$ cat config.mk
export PLATFORM = sky130hd
export DESIGN_NAME = rx_ring_frame_deframer_core
export DESIGN_NICKNAME = d
export VERILOG_FILES = /design/src/design/rrfd_pkg.sv /design/src/design/rx_ring_frame_deframer_core.sv /design/src/design/rrfd_in_reg.sv /design/src/design/rrfd_parse.sv /design/src/design/rrfd_out_reg.sv
export SDC_FILE = /design/constraint.sdc
export NUM_CORES = 1
export LEC_CHECK = 0
export BUFFER_PORTS_ARGS = -buffer_cell sky130_fd_sc_hd__buf_2
export CAP_MARGIN = 30
export CORE_MARGIN = 2
export CORE_UTILIZATION = 30
export DETAILED_ROUTE_END_ITERATION = 16
export GPL_TIMING_DRIVEN = 0
export PLACE_DENSITY_LB_ADDON = 0.25
export SYNTH_ARGS = -nofsm -noshare
export SYNTH_HDL_FRONTEND = slang
export SYNTH_SLANG_ARGS = --single-unit
$ cat constraint.sdc
create_clock -name clk -period 18.1 [get_ports clk]
set_input_delay 1.81 -clock clk [delete_from_list [all_inputs] [get_ports clk]]
set_output_delay 1.81 -clock clk [all_outputs]
set_load 0.03 [all_outputs]
$ cat src/design/rrfd_pkg.sv
// ----------------------------------------------------------------------------
// rrfd_pkg
// Shared types and constants for the receive-ring frame deframer.
// ----------------------------------------------------------------------------
package rrfd_pkg;

	// ring geometry and frame limits
	localparam int unsigned RING_BYTES    = 8192;
	localparam int unsigned OFFSET_W      = 13;
	localparam int unsigned MAX_FRAME_DEF = 1792;
	localparam int unsigned HDR_BYTES     = 4;
	localparam int unsigned ACK_BACKOFF   = 16;

	// field widths
	localparam int unsigned BYTE_W   = 8;
	localparam int unsigned LEN_W    = 11;
	localparam int unsigned WORD_W   = 16;
	localparam int unsigned KIND_W   = 2;
	localparam int unsigned OUT_W    = 64;
	localparam int unsigned CFG_IDX_W = 1;

	localparam logic [LEN_W-1:0] LIMIT_RESET = 11'd1514;

	// configuration register indexes
	localparam logic [CFG_IDX_W-1:0] CFG_RX_ENABLED    = 1'b0;
	localparam logic [CFG_IDX_W-1:0] CFG_DELIVER_LIMIT = 1'b1;

	// result kinds
	typedef enum logic [KIND_W-1:0] {
		KIND_PAYLOAD = 2'd0,
		KIND_END     = 2'd1,
		KIND_BAD     = 2'd2
	} kind_t;

	// parse phase
	typedef enum logic {
		PH_HEADER = 1'b0,
		PH_BODY   = 1'b1
	} phase_t;

	// header byte positions
	localparam logic [1:0] HDR_STATUS_LO = 2'd0;
	localparam logic [1:0] HDR_STATUS_HI = 2'd1;
	localparam logic [1:0] HDR_LEN_LO    = 2'd2;
	localparam logic [1:0] HDR_LEN_HI    = 2'd3;

	// one result item
	typedef struct packed {
		kind_t                kind;
		logic [BYTE_W-1:0]    data;
		logic                 last_payload;
		logic [LEN_W-1:0]     delivered_length;
		logic [WORD_W-1:0]    frame_status;
		logic [OFFSET_W-1:0]  ring_offset;
		logic [WORD_W-1:0]    ack_pointer;
	} res_t;

endpackage

$ cat src/design/rx_ring_frame_deframer_core.sv
// ----------------------------------------------------------------------------
// rx_ring_frame_deframer_core
// A ring byte is held in the input register, parsed, and any result item that it
// gives is held in the result register. Throughput: one byte per cycle while the
// result slot is free, set by the single-pass parse between the two registers.
// Reset: arst_n clears the frame state to the header phase, offset zero,
// rx_enabled to 0 and deliver_limit to 1514; both registers come up empty.
// ----------------------------------------------------------------------------
module rx_ring_frame_deframer_core #(
	parameter int unsigned MAX_FRAME = rrfd_pkg::MAX_FRAME_DEF
) (
	input  logic                           clk,
	input  logic                           arst_n,
	// configuration writes
	input  logic                           cfg_valid,
	output logic                           cfg_ready,
	input  logic [rrfd_pkg::CFG_IDX_W-1:0] cfg_index,
	input  logic [rrfd_pkg::LEN_W-1:0]     cfg_data,
	// ring bytes in
	input  logic                           s_axis_tvalid,
	output logic                           s_axis_tready,
	input  logic [rrfd_pkg::BYTE_W-1:0]    s_axis_tdata,  // ring_byte[7:0]
	// results out
	output logic                           m_axis_tvalid,
	input  logic                           m_axis_tready,
	// data[7:0], delivered_length[18:8], frame_status[34:19],
	// ring_offset[47:35], ack_pointer[63:48]
	output logic [rrfd_pkg::OUT_W-1:0]     m_axis_tdata,
	output logic                           m_axis_tlast,  // last_payload
	output logic [rrfd_pkg::KIND_W-1:0]    m_axis_tuser   // kind[1:0]
);
	import rrfd_pkg::*;

	logic              rx_enabled_q;
	logic [LEN_W-1:0]  deliver_limit_q;
	logic              valid_s1;
	logic [BYTE_W-1:0] byte_s1;
	logic              out_free;
	logic              step;
	logic              res_valid;
	res_t              res;
	res_t              res_q;

	// configuration registers
	assign cfg_ready = 1'b1;

	always_ff @(posedge clk or negedge arst_n) begin
		if (!arst_n) begin
			rx_enabled_q    <= 1'b0;
			deliver_limit_q <= LIMIT_RESET;
		end else if (cfg_valid && cfg_ready) begin
			case (cfg_index)
				CFG_RX_ENABLED:    rx_enabled_q    <= cfg_data[0];
				CFG_DELIVER_LIMIT: deliver_limit_q <= cfg_data;
				default:           rx_enabled_q    <= rx_enabled_q;
			endcase
		end
	end

	// a held byte moves on whenever the result slot can take its outcome
	assign step = valid_s1 && out_free;

	rrfd_in_reg u_in_reg (
		.clk      (clk),
		.arst_n   (arst_n),
		.in_valid (s_axis_tvalid),
		.in_ready (s_axis_tready),
		.in_byte  (s_axis_tdata),
		.advance  (step),
		.valid_s1 (valid_s1),
		.byte_s1  (byte_s1)
	);

	rrfd_parse #(
		.MAX_FRAME (MAX_FRAME)
	) u_parse (
		.clk           (clk),
		.arst_n        (arst_n),
		.step          (step),
		.byte_s1       (byte_s1),
		.rx_enabled    (rx_enabled_q),
		.deliver_limit (deliver_limit_q),
		.res_valid     (res_valid),
		.res           (res)
	);

	rrfd_out_reg u_out_reg (
		.clk       (clk),
		.arst_n    (arst_n),
		.load      (res_valid && step),
		.res_in    (res),
		.free      (out_free),
		.out_valid (m_axis_tvalid),
		.out_ready (m_axis_tready),
		.res_q     (res_q)
	);

	// pack the result item
	assign m_axis_tdata = {res_q.ack_pointer, res_q.ring_offset, res_q.frame_status,
		res_q.delivered_length, res_q.data};
	assign m_axis_tlast = res_q.last_payload;
	assign m_axis_tuser = res_q.kind;

endmodule

$ cat src/design/rrfd_in_reg.sv
// ----------------------------------------------------------------------------
// rrfd_in_reg
// Input register for ring bytes; releases its item when the parser steps.
// ----------------------------------------------------------------------------
module rrfd_in_reg (
	input  logic                        clk,
	input  logic                        arst_n,
	input  logic                        in_valid,
	output logic                        in_ready,
	input  logic [rrfd_pkg::BYTE_W-1:0] in_byte,
	input  logic                        advance,
	output logic                        valid_s1,
	output logic [rrfd_pkg::BYTE_W-1:0] byte_s1
);
	import rrfd_pkg::*;

	logic valid_q;

	// free when empty or when the held item leaves this cycle
	assign in_ready = !valid_q || advance;
	assign valid_s1 = valid_q;

	// valid flag
	always_ff @(posedge clk or negedge arst_n) begin
		if (!arst_n) begin
			valid_q <= 1'b0;
		end else if (in_valid && in_ready) begin
			valid_q <= 1'b1;
		end else if (advance) begin
			valid_q <= 1'b0;
		end
	end

	// payload
	always_ff @(posedge clk) begin
		if (in_valid && in_ready) begin
			byte_s1 <= in_byte;
		end
	end

endmodule

$ cat src/design/rrfd_parse.sv
// ----------------------------------------------------------------------------
// rrfd_parse
// Frame state and the per-byte header/body decision for the deframer.
// ----------------------------------------------------------------------------
module rrfd_parse #(
	parameter int unsigned MAX_FRAME = rrfd_pkg::MAX_FRAME_DEF
) (
	input  logic                        clk,
	input  logic                        arst_n,
	input  logic                        step,
	input  logic [rrfd_pkg::BYTE_W-1:0] byte_s1,
	input  logic                        rx_enabled,
	input  logic [rrfd_pkg::LEN_W-1:0]  deliver_limit,
	output logic                        res_valid,
	output rrfd_pkg::res_t              res
);
	import rrfd_pkg::*;

	localparam int unsigned SUM_W = OFFSET_W + 4;

	phase_t               phase_q;
	logic [1:0]           hdr_cnt_q;
	logic [WORD_W-1:0]    status_q;
	logic [WORD_W-1:0]    length_q;
	logic [LEN_W-1:0]     body_cnt_q;
	logic [OFFSET_W-1:0]  offset_q;

	phase_t               phase_d;
	logic [1:0]           hdr_cnt_d;
	logic [WORD_W-1:0]    status_d;
	logic [WORD_W-1:0]    length_d;
	logic [LEN_W-1:0]     body_cnt_d;
	logic [OFFSET_W-1:0]  offset_d;

	logic                 en;
	logic [WORD_W-1:0]    len_full;
	logic                 hdr_bad;
	logic [LEN_W-1:0]     pay_len;
	logic [LEN_W-1:0]     pay_cnt;
	logic [LEN_W:0]       total;
	logic [LEN_W:0]       cnt_next;
	logic [SUM_W-1:0]     off_sum;
	logic [OFFSET_W-1:0]  off_next;

	assign en = step && rx_enabled;

	// header check on the final header byte
	assign len_full = {byte_s1, length_q[BYTE_W-1:0]};
	assign hdr_bad  = !status_q[0] || (len_full < WORD_W'(HDR_BYTES))
		|| (len_full > WORD_W'(MAX_FRAME));

	// payload count is min(length - 4, limit); body length rounds up to four
	assign pay_len  = length_q[LEN_W-1:0] - LEN_W'(HDR_BYTES);
	assign pay_cnt  = (pay_len > deliver_limit) ? deliver_limit : pay_len;
	assign total    = ({1'b0, length_q[LEN_W-1:0]} + (LEN_W+1)'(3)) & ~(LEN_W+1)'(3);
	assign cnt_next = {1'b0, body_cnt_q} + (LEN_W+1)'(1);

	// new ring offset, one wrap at most
	assign off_sum  = SUM_W'(offset_q) + SUM_W'(HDR_BYTES) + SUM_W'(total);
	assign off_next = (off_sum >= SUM_W'(RING_BYTES))
		? OFFSET_W'(off_sum - SUM_W'(RING_BYTES)) : OFFSET_W'(off_sum);

	// next state and result
	always_comb begin
		phase_d    = phase_q;
		hdr_cnt_d  = hdr_cnt_q;
		status_d   = status_q;
		length_d   = length_q;
		body_cnt_d = body_cnt_q;
		offset_d   = offset_q;
		res_valid  = 1'b0;
		res        = '0;
		if (en) begin
			if (phase_q == PH_HEADER) begin
				hdr_cnt_d = hdr_cnt_q + 2'd1;
				case (hdr_cnt_q)
					HDR_STATUS_LO: status_d = WORD_W'(byte_s1);
					HDR_STATUS_HI: status_d = {byte_s1, status_q[BYTE_W-1:0]};
					HDR_LEN_LO:    length_d = WORD_W'(byte_s1);
					HDR_LEN_HI: begin
						length_d = len_full;
						if (hdr_bad) begin
							res_valid        = 1'b1;
							res.kind         = KIND_BAD;
							res.frame_status = status_q;
							res.ring_offset  = offset_q;
							res.ack_pointer  = WORD_W'(offset_q) - WORD_W'(ACK_BACKOFF);
						end else begin
							phase_d    = PH_BODY;
							body_cnt_d = '0;
						end
					end
					default: hdr_cnt_d = hdr_cnt_q;
				endcase
			end else if (body_cnt_q < pay_cnt) begin
				// delivered payload byte
				res_valid        = 1'b1;
				res.kind         = KIND_PAYLOAD;
				res.data         = byte_s1;
				res.last_payload = (cnt_next == (LEN_W+1)'(pay_cnt));
				body_cnt_d       = cnt_next[LEN_W-1:0];
			end else if (cnt_next >= total) begin
				// final byte of the frame
				res_valid            = 1'b1;
				res.kind             = KIND_END;
				res.delivered_length = pay_cnt;
				res.frame_status     = status_q;
				res.ring_offset      = off_next;
				res.ack_pointer      = WORD_W'(off_next) - WORD_W'(ACK_BACKOFF);
				offset_d             = off_next;
				phase_d              = PH_HEADER;
				body_cnt_d           = '0;
			end else begin
				// surplus payload, crc or padding
				body_cnt_d = cnt_next[LEN_W-1:0];
			end
		end
	end

	// frame state
	always_ff @(posedge clk or negedge arst_n) begin
		if (!arst_n) begin
			phase_q    <= PH_HEADER;
			hdr_cnt_q  <= '0;
			status_q   <= '0;
			length_q   <= '0;
			body_cnt_q <= '0;
			offset_q   <= '0;
		end else begin
			phase_q    <= phase_d;
			hdr_cnt_q  <= hdr_cnt_d;
			status_q   <= status_d;
			length_q   <= length_d;
			body_cnt_q <= body_cnt_d;
			offset_q   <= offset_d;
		end
	end

	// a result only comes from an enabled step
	assert property (@(posedge clk) disable iff (!arst_n)
		res_valid |-> (step && rx_enabled))
		else $error("rrfd_parse: result without an enabled step");

	// payload bytes only in the body
	assert property (@(posedge clk) disable iff (!arst_n)
		(res_valid && res.kind == KIND_PAYLOAD) |-> (phase_q == PH_BODY))
		else $error("rrfd_parse: payload outside the body");

	// frame end returns to a fresh header
	assert property (@(posedge clk) disable iff (!arst_n)
		(res_valid && res.kind == KIND_END) |=>
		(phase_q == PH_HEADER && body_cnt_q == '0 && hdr_cnt_q == '0))
		else $error("rrfd_parse: frame end did not restart the header");

	// no result on the first three header bytes
	assert property (@(posedge clk) disable iff (!arst_n)
		(phase_q == PH_HEADER && hdr_cnt_q != HDR_LEN_HI) |-> !res_valid)
		else $error("rrfd_parse: result before the header was complete");

endmodule

$ cat src/design/rrfd_out_reg.sv
// ----------------------------------------------------------------------------
// rrfd_out_reg
// Result register; holds one result item until the downstream side takes it.
// ----------------------------------------------------------------------------
module rrfd_out_reg (
	input  logic           clk,
	input  logic           arst_n,
	input  logic           load,
	input  rrfd_pkg::res_t res_in,
	output logic           free,
	output logic           out_valid,
	input  logic           out_ready,
	output rrfd_pkg::res_t res_q
);
	import rrfd_pkg::*;

	logic valid_q;

	// the slot can be refilled when empty or drained this cycle
	assign free      = !valid_q || out_ready;
	assign out_valid = valid_q;

	// valid flag
	always_ff @(posedge clk or negedge arst_n) begin
		if (!arst_n) begin
			valid_q <= 1'b0;
		end else if (free) begin
			valid_q <= load;
		end
	end

	// payload
	always_ff @(posedge clk) begin
		if (free && load) begin
			res_q <= res_in;
		end
	end

endmodule

# [After elaboration in Yosys (flattened, before gate mapping)]
# Index checks and enable logic that the tools add are counted.
[word_totals] in_bits=25 elab_cells=107 out_inout_bits=70 ff_bits=143
[op_classes] n_mux=32 n_reduce_logical=28 bitwise=7 magnitude_cmp=6 n_eq_ne=5 add_sub_neg=9
[ops] cell="two-way mux 45 bit" count=5
[ops] cell="two-way mux 11 bit" count=6
[ops] cell="one-hot mux 16 bit (2 select lines)" count=1
[ops] cell="subtractor 13 x 5 -> 14 bit (second input constant)" count=2
[ops] cell="one-hot mux 11 bit (2 select lines)" count=1
[ops] cell="greater-or-equal comparator 17 x 14 -> 1 bit (second input constant)" count=1
[ops] cell="> comparator 16 x 11 -> 1 bit (second input constant)" count=1
[ops] cell="< comparator 16 x 3 -> 1 bit (second input constant)" count=1
[ops] cell="adder 14 x 12 -> 15 bit" count=1
[ops] cell="adder 13 x 3 -> 14 bit (second input constant)" count=1
[ops] cell="two-way mux 1 bit" count=14
[ops] cell="two-way mux 13 bit" count=1
[ops] cell="subtractor 13 x 1 -> 13 bit (second input constant)" count=1
[ops] cell="adder 11 x 1 -> 12 bit (second input constant)" count=1
[ops] cell="adder 11 x 2 -> 12 bit (second input constant)" count=1
[ops] cell="equality test 12 x 11 -> 1 bit" count=1
[ops] cell="greater-or-equal comparator 12 bit" count=1
[ops] cell="AND reduction 3 bit" count=4
[ops] cell="AND reduction 4 bit" count=3
[ops] cell="> comparator 11 bit" count=1
[ops] cell="< comparator 11 bit" count=1
[ops] cell="subtractor 11 x 3 -> 11 bit (second input constant)" count=1
[ops] cell="two-way mux 2 bit" count=4
[ops] cell="nonzero test 2 bit" count=4
[ops] cell="11 further kinds" count=29

# [Depth between registers and ports, before layout]
# Gate-level depths: netlist of the first run.
[logic_depth] word_depth=9 ltp_mapped=24 ltp_nobuf=22

# [By module]
# Synthesis of the first run repeated with hierarchy kept, for this count alone.
[unflattened] cells_unflattened=762 area_unflattened_um2=8117.8
[by_module_without_submodules] mod="rrfd_parse" area_each_um2=5228.8 cells_per_inst=648 instances=1 seq_area_each_um2=1301.2
[by_module_without_submodules] mod="rrfd_out_reg" area_each_um2=2065.7 cells_per_inst=71 instances=1 seq_area_each_um2=2037.0
[by_module_without_submodules] mod="rx_ring_frame_deframer_core" area_each_um2=529.3 cells_per_inst=31 instances=1 seq_area_each_um2=309.0
[by_module_without_submodules] mod="rrfd_in_reg" area_each_um2=294.0 cells_per_inst=12 instances=1 seq_area_each_um2=265.3

# [Worst setup path after synthesis of the first run]
# OpenSTA, ideal clock, no wires.
[synth_path] path_kind="register -> register" from="reg u_parse.length_q[5]" to="reg u_out_reg.res_q[10] (netlist name)" t_arrival_ns=7.775 required_time_ns=17.538 n_path_buf=2 stages_incl_launch_ff=20 setup_slack_ns=9.763 setup_ns=0.562 period_less_slack_ns=8.337 path_cell_list="dfrtp_1 -> buf_2 -> nor2_1 -> nand4b_1 -> nor3_1 -> xnor2_1 -> ha_1 -> nand3_1 -> nor3_1 -> a221oi_2 -> a21oi_2 -> buf_2 -> nor2_1 -> a21oi_1 -> ha_1 -> o211ai_1 -> a21oi_1 -> o41ai_1 -> a21oi_1 -> o21ai_0"
[synth_between] elab_chain_cells=9 elab_cells_between_ends=18 classes_between="add/sub (2); order compare (5); mux (7); reduce/logical (4)"
[synth_rtl] element="from (decl)" line_no="rrfd_parse.sv:24" text="logic [WORD_W-1:0] length_q;"
[synth_rtl] element="from (signal assigned)" line_no="rrfd_parse.sv:133" text="length_q <= length_d;"
[synth_rtl] element="subtractor 11 x 3 -> 11 bit / < comparator 16 x 3 -> 1 bit (equally long branches)" line_no="rrfd_parse.sv:53, rrfd_parse.sv:49"
[synth_rtl] element="> comparator 11 bit / logical OR 1 bit (equally long branches)" line_no="rrfd_parse.sv:54, rrfd_parse.sv:49"
[synth_rtl] element="two-way mux 11 bit / logical OR 1 bit (equally long branches)" line_no="rrfd_parse.sv:54, rrfd_parse.sv:50"
[synth_rtl] element="< comparator 11 bit / two-way mux 1 bit (equally long branches)" line_no="rrfd_parse.sv:95, rrfd_parse.sv:82"
[synth_rtl] element="two-way mux 1 bit, on equally long branches" line_no="rrfd_parse.sv:95, rrfd_parse.sv:76"
[synth_rtl] element="two-way mux 1 bit (*)" line_no="rrfd_parse.sv:74" text="if (phase_q == PH_HEADER) begin"
[synth_rtl] element="two-way mux 1 bit (*)" line_no="rrfd_parse.sv:73" text="if (en) begin"
[synth_rtl] element="logical AND 1 bit (*)" line_no="rx_ring_frame_deframer_core.sv:90" text=".load (res_valid && step),"
[synth_rtl] element="logical AND 1 bit (*)" line_no="rrfd_out_reg.sv:34" text="if (free && load) begin"
# Mark *: on every way between the ends. The rest lies on a longest branch, timed or not.
# A chain may end at the register's enable or synchronous reset.

# [Worst setup path after layout of the first run]
[layout_path] from="reg u_parse.length_q[5]" to="reg u_out_reg.res_q[56] (netlist name)"
[layout_between] elab_chain_cells=5 elab_cells_between_ends=6 classes_between="add/sub (1); order compare (2); eq/ne (1); mux (1); reduce/logical (1)"
[layout_rtl] element="subtractor 11 x 3 -> 11 bit (*)" line_no="rrfd_parse.sv:53" text="assign pay_len = length_q[LEN_W-1:0] - LEN_W'(HDR_BYTES);"
[layout_rtl] element="> comparator 11 bit" line_no="rrfd_parse.sv:54" text="assign pay_cnt = (pay_len > deliver_limit) ? deliver_limit : pay_len;"
[layout_rtl] element="two-way mux 11 bit (*)" line_no="rrfd_parse.sv:54"
[layout_rtl] element="< comparator 11 bit" line_no="rrfd_parse.sv:95" text="end else if (body_cnt_q < pay_cnt) begin"
[layout_rtl] element="AND reduction 3 bit (no line)"
# Marks and branches as above.

==> metrics.md, run 1 <==
| Metric | Value |
|---|---|
| Startpoint Class | register |
| CTS tree | built |
| CP bufs+invs | 2 |
| First drt pass iteration count | 5 |
| PostCTS Resize Cnt | 0 |
| Residual DRC | 0 |
| Fin Setup TNS | 0 ps |
| Leak Pwr | 0.004083 uW |
| Row count | 58 |
| Via count | roughly 5500 |
| Commonest non-fill, non-tap cell in the layout | buf_2 |
| H-Tree Depth | 4 |
| Worst Path Arrival | 6550 ps |
| CTS sink count | 134 |
| I/O pin count | 95 |
| Starting Density | 30.38% |
| Mapped Cells | between 700 and 800 |
| Seq/Total Area, Yosys | between 40% and 50% |
| Worst Path Max Fanout | 10 |
| Cell Chain, Critical Path | buf_2, nor2_1, nand4b_1, nor3_1, xnor2_1, ha_1, nand3_1, nor3_1, a221oi_2, a21oi_2, buf_2, nor2_1, a21oi_1, ha_1, o211ai_1, a21oi_1, o41ai_1, nand2_1, nor2_1, o211ai_1, or4_1, nor4_2 |
| Vias in the first global route | roughly 5400 |
| Die H | roughly 160 um |
| Hold Fails Final Rpt | 0 |
| Crit path time final | 6329 ps |
| CP top delay family | simple AND/OR/NAND/NOR gates |
| R2R Setup Slk | 11770 ps |
| Kind of critical path | reg -> reg |
| Unrepaired setup endpoints after global routing | false |
| Number of enable flip-flop cells after synthesis | a little under 70 |
| CP peak stage delay | 640 ps |
| CP endpoint kind | register |
| VDD IR-drop max | 0.05200 mV |
| Die X | ~160 um |
| Nets | 921 |
| Maxcap violations | 0 |
| Post-Syn Area | 7606 um2 |
| Core Region | 25040 um2 |
| First-pass GRT wire length | 29840 um |
| Routed WL | 18350 um |
| Num CTS Buffers | 17 |
| IO buf count | 93 |
| Grt ovf | 0 |
| Final setup vio count | 0 |
| Initial antenna violation count | 0 |
| DRT antenna net count | 0 |
| Most frequent cell on the critical path | nor2_1 |
| Reg2reg path depth | 22 |
| Fraction of layout cells with a size suffix above 1 | 21.25% |
| DRT iter0 DRCs | 320 |
| DR vias/cell | 4.638 |
| Final HPWL DP | 13760 um |
| Yosys Warn Count | 0 |
| Diode count | 0 |
| Instance count on the critical path | 22 |
| Hold Crit Depth | 2 |
| Clock latency on the worst-skew pair | 440 ps |
| Largest net degree at the start of global routing | 51 |
| CTS Hold Bufs | 0 |
| Req. time, crit path | 18320 ps |
| Slowest-stage cell, CP | o41ai_1 |
| Clock Skew | 21.91 ps |
| CTS root buf | clkbuf_16 |
| Full die area | between 20000 and 30000 um2 |
| Status | completed |
| Asr flop ratio synth | 49.25% |
| Max Fclk | 0.1580 GHz |
| CTS max path bufs | 2 |
| Reg clk slew, reported paths | 70 ps |
| Least-Margin Pin Slew | 834.1 ps |
| Post-synth top flop | edfxtp_1 |
| Slew HR | ~44% |
| Tot GR Track Use | 14.61% |
| Net Count, Synth | slightly above 800 |
| Final GP Congestion | 0.8009 |
| WL per Instance | 15.59 um |
| Pins Over Slew Limit | 0 |
| Cell variety after synth | 70 |
| WHS | 480.3 ps |
| Worst Hold Class | reg -> reg |
| Period utilisation layout | between 30% and 40% |
| Synth Register Bits | 134 |
| Post-CTS Setup Repair Bufs | 0 |
| Pwr dens | 147.4 nW/um2 |
| Syn Area/Cell | 10.58 um2 |
| Area Overhead vs Synth | 20.71% |
| Commonest non-fill, non-tap cells in the layout | buf_2, nand2_1, edfxtp_1, ha_1, dfrtp_1 |
registers in the layout, indices dropped and copies added (netlist names):
register             cells
u_out_reg.res_q         60
u_parse.status_q        16
deliver_limit_q         11
u_parse.body_cnt_q      11
u_parse.length_q        11
u_parse.offset_q        11
u_in_reg.byte_s1         8
u_parse.hdr_cnt_q        2
rx_enabled_q             1
u_in_reg.valid_s1        1
u_out_reg.out_valid      1
u_parse.phase_q          1
worst register-to-register path: stages (launching register included):
cell and delay [ps]:
dfrtp_1 350, buf_2 190, nor2_1 150, nand4b_1 190
nor3_1 210, xnor2_1 190, ha_1 340, nand3_1 110
nor3_1 330, a221oi_2 130, a21oi_2 310, buf_2 320
nor2_1 70, a21oi_1 330, ha_1 310, o211ai_1 80
a21oi_1 60, o41ai_1 640, nand2_1 190, nor2_1 630
o211ai_1 170, or4_1 570, nor4_2 240
cells by family after synthesis:
group / count (synthesis) / synth area share, %
mux: 19 / 2.698
xor+xnor: 58 / 7.024
other cells: 2 / 0.09874
compound gates: 128 / 10.91
fa+ha+maj: 62 / 10.30
simple gates: 239 / 15.92
flops: 134 / 48.68
buf+inv: 77 / 4.376
worst paths after layout:
kind / from / end
setup / recovery: u_parse.length_q[5]$_DFFE_PN0P_ / u_out_reg.res_q[56]$_SDFFCE_PN0P_
hold / removal: u_parse.status_q[2]$_DFFE_PN0P_ / u_parse.status_q[2]$_DFFE_PN0P_
setup reg to reg: u_parse.length_q[5]$_DFFE_PN0P_ / u_out_reg.res_q[56]$_SDFFCE_PN0P_
hold reg to reg: u_parse.status_q[2]$_DFFE_PN0P_ / u_parse.status_q[2]$_DFFE_PN0P_
max in group asynchronous: arst_n / deliver_limit_q[10]$_DFFE_PN1P_
min in group asynchronous: arst_n / deliver_limit_q[9]$_DFFE_PN0P_
stage by stage:
| step | cells | util, % | worst slack, ps | instance area (um2) | power (uW) |
|---|---|---|---|---|---|
| after floorplan | 719 | - | 9763 | 7606 | 850.3 |
| after global placement | 1142 | 33.89 | 6423 | 8484 | 1002 |
| after detailed placement | 1145 | 34.24 | 11820 | 8573 | 1007 |
| after CTS | 1177 | 36.67 | 11790 | 9181 | 1367 |
| after global routing | 1177 | 36.67 | 11050 | 9181 | 1460 |
| final | 1177 | 36.67 | 11770 | 9181 | 1353 |
where the power goes:
group	internal, uW	switching [uW]	total, uW	leakage [uW]
registers	373	33.3	407	0.00149
logic	232	363	595	0.00230
clock network	188	164	352	0.000294
total	793	560	1350	0.00408
metal layers:
layer	share of wire (%)	vias up	GRT usage, %	wire, um
met1	50	2599	20.39	9137
met4	1.6	0	5.913	301
met3	3.5	22	2.539	643
met5	0	-	0	0
met2	45	93	22.46	8270
li1	-	2745	-	-
synthesized netlist by cell type, types with 3 or more instances:
master / n / area share [%]
o21ai_0: 46 / 3.0
nand2b_1: 22 / 1.8
dfrtp_1: 59 / 19
buf_4: 8 / 0.79
a22o_1: 15 / 1.7
nand3_1: 12 / 0.79
nand2_1: 84 / 4.1
inv_1: 45 / 2.2
nor4_1: 5 / 0.41
xnor2_1: 35 / 4.0
nand4_1: 3 / 0.25
a211oi_1: 3 / 0.30
buf_2: 5 / 0.33
a21o_1: 4 / 0.39
a31oi_1: 4 / 0.33
clkbuf_1: 15 / 0.74
dfstp_2: 7 / 2.4
and2_1: 29 / 2.4
and3_1: 4 / 0.33
mux2i_1: 7 / 0.92
nor3_1: 7 / 0.46
a21oi_1: 20 / 1.3
o22ai_1: 11 / 0.90
nand3b_1: 3 / 0.30
a32o_1: 3 / 0.39
ha_1: 61 / 10
xor2_1: 21 / 2.4
mux2_2: 12 / 1.8
nor2_1: 49 / 2.4
edfxtp_1: 68 / 27
cell type report:
class                   instances  area (um2)
inverters                      46       172.7
well taps                     330       412.9
clock inverters                15       182.7
plain buffers                  31       160.2
fillers                      2525       15860
clock buffers                  17       425.4
repair buffers                 96       543.0
flip-flops and latches        134        3702
multi-input cells             508        3582
Power figures use the tool's default switching activity.
==> inputs of run 2 (changes only) <==
clock period = 6.59 ns   (was 18.1 ns; I/O delays follow)
==> metrics.md, run 2 (synthesis gave the netlist of run 1 again) <==
| Metric | Value |
|---|---|
| Status | completed |
| CTS sink count | 134 |
| Pins Over Slew Limit | 0 |
| RR Endpoint | u_out_reg.res_q[23]$_SDFFCE_PN0P_ |
| Die X | 163.2 um |
| Row count | 58 |
| CTS root buf | clkbuf_16 |
| I/O pin count | 95 |
| Initial antenna violation count | 0 |
| Full die area | between 20000 and 30000 um2 |
| Period utilisation layout | about nine tenths |
| CP top delay family | compound AO/OA/AOI/OAI gates |
| Startpoint Class | register |
| Cell Chain, Critical Path | inv_1, ha_1, nand2_2, nor3_2, xor2_1, ha_1, nand3_1, nor3_1, a221oi_2, a21oi_2, buf_2, nor2_1, a21oi_1, ha_1, o211ai_1, a21oi_1, o41ai_2, nand2_1, and2_1, nand3_1, inv_1, a22o_1 |
| Hold Fails Final Rpt | 0 |
| Worst Path Arrival | 6140 ps |
| DRT antenna net count | 0 |
| Residual DRC | 0 |
| Nets | 921 |
| Routed WL | roughly 18000 um |
| Least-Margin Pin Slew | 822.2 ps |
| Starting Density | between 30 and 40% |
| Post-CTS Setup Repair Bufs | 0 |
| Commonest non-fill, non-tap cells in the layout | buf_2, nand2_1, edfxtp_1, ha_1, dfrtp_1 |
| CTS tree | built |
| Clock power share | around a quarter |
| Num CTS Buffers | 17 |
| Commonest non-fill, non-tap cell in the layout | buf_2 |
| Slew HR | 44.82% |
| Core Region | 25040 um2 |
| Req. time, crit path | 6760 ps |
| Final worst setup slack | 624.0 ps |
| Reg clk slew, reported paths | ~60 ps |
| Comb pwr share | 43.6% |
| CTS max path bufs | 2 |
| WL per Instance | 15.58 um |
| Worst Path Max Fanout | 15 |
| CTS Hold Bufs | 0 |
| Diode count | 0 |
| Die H | 163.2 um |
| Cell-internal power | 2242 uW |
| Finished Core Util | a little under two fifths |
| Slowest-stage cell, CP | o41ai_2 |
| Tot GR Track Use | 14.72% |
| Final GP Congestion | 0.8380 |
| First drt pass iteration count | 5 |
| R2R Setup Slk | about 620 ps |
| CP endpoint kind | register |
| Fraction of layout cells with a size suffix above 1 | 21.61% |
| Pwr dens | 404.7 nW/um2 |
| Pre-CTS WS | 370.5 ps |
| DRT iter0 DRCs | 269 |
| Kind of critical path | reg -> reg |
| Area Overhead vs Synth | 21.24% |
| Worst R2R Start | u_parse.length_q[2]$_DFFE_PN0P_ |
| Clock Skew | between 9 and 10 ps |
| Unrepaired setup endpoints after global routing | false |
| Worst setup startpoint | u_parse.length_q[2]$_DFFE_PN0P_ |
| VDD IR-drop max | between 0.15 and 0.2 mV |
| Switching share of power | 39.94% |
| Largest register FFs | 60 |
| PostCTS Resize Cnt | 0 |
| Largest net degree at the start of global routing | 40 |
| Vias in the first global route | 5369 |
| Leak Pwr | roughly 0.0041 uW |
| Largest Register | u_out_reg.res_q |
| Crit path time final | 5966 ps |
| Sw power | 1491 uW |
| Grt ovf | 0 |
| Sequential share of power | 29.9% |
| Reg2reg path depth | 22 |
| DR vias/cell | approximately 4.6 |
| First-pass GRT wire length | 29790 um |
| Final setup vio count | 0 |
| IO buf count | 93 |
| Max Fclk | 0.1676 GHz |
| Tot Pwr | 3732 uW |
| H-Tree Depth | 4 |
| CP bufs+invs | 3 |
| CP peak stage delay | 460 ps |
| Worst Hold Class | in -> async |
| Largest regs | u_out_reg.res_q (60), u_parse.status_q (16) |
| Clock latency on the worst-skew pair | between 400 and 500 ps |
| Final HPWL DP | around 14000 um |
| Maxcap violations | 0 |
| Most frequent cell on the critical path | ha_1 |
| Via count | between 5000 and 6000 |
## run 2: worst register-to-register path, stage by stage (launching register included)
cell	delay, ps
dfrtp_1	450
inv_1	150
ha_1	280
nand2_2	110
nor3_2	130
xor2_1	350
ha_1	230
nand3_1	110
nor3_1	350
a221oi_2	130
a21oi_2	320
buf_2	330
nor2_1	70
a21oi_1	320
ha_1	310
o211ai_1	80
a21oi_1	70
o41ai_2	460
nand2_1	180
and2_1	220
nand3_1	380
inv_1	400
a22o_1	300
## run 2: stage by stage
| step | instances | TNS (ps) | hold WS, ps | instance area [um2] |
|---|---|---|---|---|
| final | 1177 | 0 | 168.9 | 9221 |
| after global routing | 1177 | 0 | 194.0 | 9221 |
| after floorplan | 719 | 0 | 363.4 | 7610 |
| after CTS | 1178 | 0 | 172.8 | 9215 |
| after global placement | 1142 | -61920 | 455.6 | 8488 |
| after detailed placement | 1146 | 0 | 463.1 | 8608 |
## run 2: area by class of cell
| class | count | area (um2) |
|---|---|---|
| buffer | 30 | 156.4 |
| multi-input combinational | 508 | 3592 |
| timing repair buffer | 97 | 578.1 |
| fill | 2509 | 15820 |
| tap | 330 | 412.9 |
| clock buffer | 17 | 425.4 |
| sequential | 134 | 3702 |
| inverter | 46 | 172.7 |
| clock inverter | 15 | 181.4 |
## run 2: power by group through the flow
stage	combinational [uW]	clock (uW)	sequential, uW
after floorplan	1170	0	1160
after global placement	1600	0	1140
after detailed placement	1630	0	1130
after CTS	1640	1020	1120
after global routing	1850	1050	1140
final	1630	987	1120
## run 2: worst max-delay path by stage
stage / slack, ps / depth (start not counted) / to
final: 620 / 22 / u_out_reg.res_q[23]$_SDFFCE_PN0P_
after global routing: 130 / 21 / u_out_reg.res_q[2]$_SDFFCE_PN0P_
after CTS: 330 / 22 / u_out_reg.res_q[56]$_SDFFCE_PN0P_
after detailed placement: 370 / 22 / u_out_reg.res_q[56]$_SDFFCE_PN0P_
after global placement: -1020 / 19 / u_out_reg.res_q[41]$_SDFFCE_PN0P_
after floorplan: 1020 / 19 / u_out_reg.res_q[10]$_SDFFCE_PN0P_
## run 2: routing by layer
| layer | track usage (%) | routed length [um] | vias to the layer above |
|---|---|---|---|
| met5 | 0 | 0 | - |
| met2 | 22.65 | 8435 | 89 |
| li1 | - | - | 2742 |
| met1 | 20.65 | 9101 | 2572 |
| met3 | 2.971 | 662 | 6 |
| met4 | 4.988 | 134 | 0 |
